===== config.mk =====
export PLATFORM = sky130hd
export DESIGN_NAME = sae_best
export DESIGN_NICKNAME = d
export VERILOG_FILES = /design/src/rtl/suffix_automaton_engine_top_macros.svh /design/src/rtl/sae_pkg.sv /design/src/rtl/sae_best.sv
export SDC_FILE = /design/constraint.sdc
export NUM_CORES = 1
export LEC_CHECK = 0
export ABC_CLOCK_PERIOD_IN_PS = 2700
export BUFFER_PORTS_ARGS = -buffer_cell sky130_fd_sc_hd__buf_2
export CAP_MARGIN = 30
export CELL_PAD_IN_SITES_DETAIL_PLACEMENT = 0
export CELL_PAD_IN_SITES_GLOBAL_PLACEMENT = 1
export CORE_ASPECT_RATIO = 0.8
export CORE_UTILIZATION = 35
export CTS_BUF_LIST = sky130_fd_sc_hd__clkbuf_8
export CTS_CLUSTER_DIAMETER = 100
export CTS_CLUSTER_SIZE = 10
export DETAILED_ROUTE_END_ITERATION = 8
export GPL_TIMING_DRIVEN = 0
export PLACE_DENSITY = 0.63
export RECOVER_POWER = 100
export SLEW_MARGIN = 10
export SYNTH_ARGS = -nofsm -noshare
export SYNTH_HDL_FRONTEND = slang
export SYNTH_SLANG_ARGS = --single-unit

===== constraint.sdc =====
create_clock -name clk -period 2.7 [get_ports clk]
set_input_delay 0.405 -clock clk [delete_from_list [all_inputs] [get_ports clk]]
set_output_delay 0.405 -clock clk [all_outputs]
set_load 0.02 [all_outputs]

===== src/rtl/suffix_automaton_engine_top_macros.svh =====
// assertion macros for the suffix automaton engine
`ifndef SUFFIX_AUTOMATON_ENGINE_TOP_MACROS_SVH
`define SUFFIX_AUTOMATON_ENGINE_TOP_MACROS_SVH

`ifndef SYNTHESIS
`define SAE_ASSERT_IMP(lbl, a, b, msg) \
    lbl: assert property (@(posedge clk) disable iff (!rst_n) (a) |-> (b)) else $error(msg);
`define SAE_ASSERT_NXT(lbl, a, b, msg) \
    lbl: assert property (@(posedge clk) disable iff (!rst_n) (a) |=> (b)) else $error(msg);
`else
`define SAE_ASSERT_IMP(lbl, a, b, msg)
`define SAE_ASSERT_NXT(lbl, a, b, msg)
`endif

`endif


===== src/rtl/sae_pkg.sv =====
package sae_pkg;

    localparam logic [1:0] CMD_APPEND = 2'd0;
    localparam logic [1:0] CMD_FINAL  = 2'd1;
    localparam logic [1:0] CMD_QUERY  = 2'd2;
    localparam logic [1:0] CMD_CLEAR  = 2'd3;

    localparam logic [1:0] ST_OK        = 2'd0;
    localparam logic [1:0] ST_FULL      = 2'd1;
    localparam logic [1:0] ST_BAD_CHAR  = 2'd2;
    localparam logic [1:0] ST_AFTER_FIN = 2'd3;

    localparam logic [7:0] CHAR_A = 8'h61;
    localparam logic [7:0] CHAR_Z = 8'h7a;

    localparam int OCC_W  = 13;
    localparam int BEST_W = 25;

    typedef enum logic [18:0] {
        S_INIT = 19'h00001,
        S_IDLE = 19'h00002,
        S_A0   = 19'h00004,
        S_A1   = 19'h00008,
        S_A2   = 19'h00010,
        S_A3   = 19'h00020,
        S_A4   = 19'h00040,
        S_A5   = 19'h00080,
        S_F0   = 19'h00100,
        S_F1   = 19'h00200,
        S_F2   = 19'h00400,
        S_F3   = 19'h00800,
        S_F4   = 19'h01000,
        S_F5   = 19'h02000,
        S_F6   = 19'h04000,
        S_Q0   = 19'h08000,
        S_Q1   = 19'h10000,
        S_Q2   = 19'h20000,
        S_OUT  = 19'h40000
    } state_t;

    typedef struct packed {
        logic clr;
        logic en;
    } best_ctl_t;

endpackage


===== src/rtl/sae_best.sv =====
module sae_best #(
    parameter int LW = 13
) (
    input  logic                   clk,
    input  logic                   rst_n,
    input  sae_pkg::best_ctl_t     ctl,
    input  logic [LW-1:0]          len,
    input  logic [LW-1:0]          cnt,
    output logic [2*LW-1:0]        best
);

    logic [2*LW-1:0] prod_reg;
    logic            pv_reg;
    logic [2*LW-1:0] best_reg;

    // multiply stage then running maximum
    always_ff @(posedge clk)
    begin
        prod_reg <= len * cnt;
    end

    always_ff @(posedge clk or negedge rst_n)
    begin
        if (!rst_n)
        begin
            pv_reg   <= 1'b0;
            best_reg <= '0;
        end
        else if (ctl.clr)
        begin
            pv_reg   <= 1'b0;
            best_reg <= '0;
        end
        else
        begin
            pv_reg <= ctl.en && (cnt != LW'(1));
            if (pv_reg && (prod_reg > best_reg))
            begin
                best_reg <= prod_reg;
            end
        end
    end

    assign best = best_reg;

endmodule


==> results list <==
- Ports placed on the boundary: 56
- Counting flops and latches in the post-synthesis netlist gives 53.
- Start point of the worst hold path: ctl[0]
- Part of the total power dissipated in sequential elements: 0.100
- The H-tree generated during clock tree synthesis spans 2 levels.
* Library cell occupying the most area in the post-synthesis netlist: sky130_fd_sc_hd__fa_1
- Max stage delay on crit path: roughly 0.54 ns
* Count of final hold-check violations: 0
* Drt first-iter violations: 334
- Horizontal die dimension: 175 µm
- For the worst setup path, the data required time is slightly below 3 ns.
- Global placement routability congestion: 0.856
* DRC violation count after routing: 0
- Counting every instance in the synthesized netlist gives 941.
* Fmax achieved: 199 MHz
* Overflow after GRT: 0
- In this design, the critical path's most frequently occurring cell is sky130_fd_sc_hd__fa_1.
- Input and output buffers added on the ports amount to 55.
- Critical Path Slowest Stage Cell: sky130_fd_sc_hd__fa_1
* Share of post-route cells with drive strength above 1: 0.234
* Sequential share of the synthesized area: 0.144
* Number of pins with negative max-slew slack in the final report: 28
- The tightest hold path in the finished design has a slack of between 0.3 and 0.4 ns.
- Capturing point of the worst reg2reg path: best[24]$_DFFE_PN0P_
* Adder-cell share of the synthesized area: 0.436
- Core Rows: 50
- Compound-Gate Fraction of Synth Area: 0.0664
- Total number of yosys warnings: 0
* Wire length of the first global-routing pass: 36400 µm
- Part of the total power dissipated in the clock network: 0.041
- Total power: 13.4 mW
* Average size of a mapped cell: 8.86 µm²
* Clock edge transition at the registers on the reported setup and hold paths: around 0.090 ns
- Final Critical Period: 5.03 ns
- Main area contributors after synthesis: sky130_fd_sc_hd__fa_1 (29%), sky130_fd_sc_hd__ha_1 (15%), sky130_fd_sc_hd__inv_1 (9.4%)
* Total of max-cap violations: 1
- The final layout contains 1327 nets.
- The core region is 23400 µm².
* Number of distinct standard cells referenced by the synthesized netlist: between 50 and 60
- TritonCTS built the clock tree.
* HPWL after detailed placement: between 15000 and 20000 µm
* Startpoint class of the critical path: input pin
- Type of the worst setup path: in2reg
- Die outline area: 24400 µm²
* Maximum number of pins on one net before global-route repair: 28
- Of the total synthesized cell area, the portion taken by XOR and XNOR cells is 0.0168.
- In this run, synthesis inferred 0 flip-flops with an integrated enable.
- Combinational share of power: 0.859
- IR analysis of the VDD net gives a maximum drop of 1.01 mV.
- Clock Latency Late Sink: 0.32 ns
- Run status: complete, but fails checks
- Endpoint type of the worst setup path: register
* Sinks on the clock net: between 50 and 60
- Worst min-delay path class: in2reg
* Highest net fanout along the worst path: 8
* Detailed Routing Iterations Pass 1: 5
- Post-layout worst setup margin: -2.33 ns
- For this configuration, the core starts out at a cell density of 0.356.
- Detailed-route via count: 6551
- Measured along the y axis, the die boundary spans 140 µm.
* Async set-reset flop share out of synthesis: 0.509
- Setup repair after global routing missed its margin: yes
- The number of global-route vias before repair was about 7000.
- R2R depth: 10
- Area share of the largest cell type after synthesis: 0.291
- In the synthesized netlist the dominant register cell turns out to be sky130_fd_sc_hd__dfrtp_1.
- Portion of netlist area occupied by mux cells: 0.0312
* Net switching fraction of the power: 0.471
* Detailed-route vias per instance: 4.71
- Dividing the detail-routed wire length by the instance count gives 15.3 µm.
- In the global route stage, overall resource usage came out at 0.190.
* Reg2Reg Setup Slack: 0.18 ns
- Timing analysis after detailed placement gives a worst setup slack of -3.14 ns.
* Utilization after layout: 0.461
* Leakage: ~5.3 nW
- Power per cell area: 1240 nW/µm²
- Total nets after synthesis: 1189
* Antenna Nets Post-Route: 0
* Ant. Diodes: 0
- Cell at the root of the clock tree: sky130_fd_sc_hd__clkbuf_8
- Worst-path cell chain: buf_8 > clkbuf_16 > and2_4 > fa_1 > inv_2 > fa_1 > inv_1 > fa_1 > fa_1 > inv_2 > fa_1 > inv_2 > ha_4 > buf_6 > nand4_1 > buf_4 > nor2_4 > a2111oi_4 > o311a_4 > or4b_1 > o211ai_1
* Internal power of the cells: around 7.1 mW
* Combinational family with the most area after synthesis: adder cells
- From synthesis to final layout, the design area changed by 29.5%.
* WHS Endpoint: pv_reg$_DFF_PN0_
- Buffers inserted during clock tree synthesis total 5.
- The clock passes through at most 2 buffers.
- Startpoint of the worst register-to-register path: best[25]$_DFFE_PN0P_
- Share of the cycle needed by the critical path after routing: 1.86
- Setup_tns: -37.78 ns
- Wires add up to 21300 µm.
- The number of antenna violations at the first check in global routing is 0.
- Violations in the final reports: capacitance limit, slew limit, setup timing
- Of the total synthesized cell area, the portion taken by AND, OR, NAND and NOR gates is 0.191.
- For the pin with the worst max-slew slack, the measured transition is ~1.6 ns.
* Worst max-slew margin expressed relative to the limit: -0.0741
- For this design, the CTS-stage hold fixing added 0 buffers.
- Count of endpoints failing setup in the final report: 22
- Post-Route Skew: 0.00525 ns
- The mapped netlist covers between 8000 and 9000 µm².
* CP Data Arrival Time: 5.26 ns
* Hold-critical path depth: 2
* Net switching power: 6.32 mW
placed cells by master, fill, tap and decap left out, drive strengths merged, types with 15 or more instances in the layout:
cell type  synthesis  final
a21oi             27     27
nand2b            55     55
buf                6    114
inv              209    210
clkbuf            33     61
o21ai             15     15
mux2i             26     26
nand2             95     95
ha                97     97
fa               121    121
dfxtp             26     26
and2              87     87
dfrtp             27     27
logic make-up after synthesis:
| group | Yosys count |
|---|---|
| fa+ha+maj | 218 |
| buf+inv | 248 |
| simple gates | 300 |
| flops | 53 |
| xor+xnor | 16 |
| mux | 26 |
| compound gates | 80 |
cell usage after synthesis, types with 7 or more instances:
cell	instances
sky130_fd_sc_hd__fa_1	121
sky130_fd_sc_hd__and2_1	87
sky130_fd_sc_hd__mux2i_1	26
sky130_fd_sc_hd__dfrtp_1	27
sky130_fd_sc_hd__nand2_1	95
sky130_fd_sc_hd__nand2b_1	55
sky130_fd_sc_hd__ha_1	97
sky130_fd_sc_hd__clkbuf_1	33
sky130_fd_sc_hd__dfxtp_1	26
sky130_fd_sc_hd__inv_1	209
sky130_fd_sc_hd__nor2_1	14
sky130_fd_sc_hd__a21oi_1	24
sky130_fd_sc_hd__o21ai_0	14
sky130_fd_sc_hd__xnor2_1	13
sky130_fd_sc_hd__nand4_1	7
sky130_fd_sc_hd__nand3_1	14
sky130_fd_sc_hd__nor3_1	9
power groups by stage:
stage	Sequential (mW)	Clock, mW	Combinational, mW
floorplan	1.41	0	6.99
global placement	1.37	0	8.89
detailed placement	1.37	0	8.90
CTS	1.36	0.569	11.1
global route	1.38	0.600	12.9
finish	1.34	0.546	11.5
repair_timing:
| action | in CTS | in global routing |
|---|---|---|
| buffers inserted | 68 | 10 |
| gates cloned | 1 | 0 |
| resized for setup | 157 | 50 |
| pin swaps | 49 | 41 |
| endpoints found under the setup margin | 22 | 42 |
worst max-delay path, delay by kind of cell:
| family | cells | cell delay (ns) |
|---|---|---|
| fa+ha+maj | 6 | 2.60 |
| buf+inv | 8 | 0.72 |
| compound gates | 3 | 0.79 |
| simple gates | 4 | 0.72 |
how the worst max path moves through the flow:
stage / slack [ns] / from / depth (start not counted) / end
after floorplan: -2.31 / cnt[1] / 19 / prod_reg[23]$_DFF_P_
after CTS: -2.29 / cnt[6] / 19 / prod_reg[23]$_DFF_P_
after global placement: -3.16 / cnt[10] / 19 / prod_reg[23]$_DFF_P_
after detailed placement: -3.14 / cnt[10] / 19 / prod_reg[23]$_DFF_P_
final: -2.33 / cnt[1] / 21 / prod_reg[23]$_DFF_P_
after global routing: -2.47 / cnt[2] / 21 / prod_reg[23]$_DFF_P_
through the flow:
| stage | instances | cell area (µm²) |
|---|---|---|
| 3_5_place_dp | 1308 | 9340 |
| 5_1_grt | 1391 | 10800 |
| 3_3_place_gp | 1308 | 9340 |
| 2_1_floorplan | 941 | 8680 |
| 6_report | 1391 | 10800 |
| 4_1_cts | 1383 | 10600 |
metal layers:
layer	global-route usage	wire [µm]	up-vias
met5	0	0	-
met4	0.0357	361	0
met3	0.0171	631	28
met2	0.312	9740	101
met1	0.275	10500	3251
li1	-	-	3171
area by class of cell:
cell class / instances / area (µm²)
Inverter: 209 / 790
Clock buffer: 5 / 68.8
Fill cell: 2335 / 12600
Sequential cell: 53 / 1200
Timing Repair Buffer: 133 / 1020
Multi-Input combinational cell: 640 / 6750
Buffer: 37 / 537
Tap cell: 312 / 390
Clock inverter: 2 / 38.8
Power figures use the tool's default switching activity.
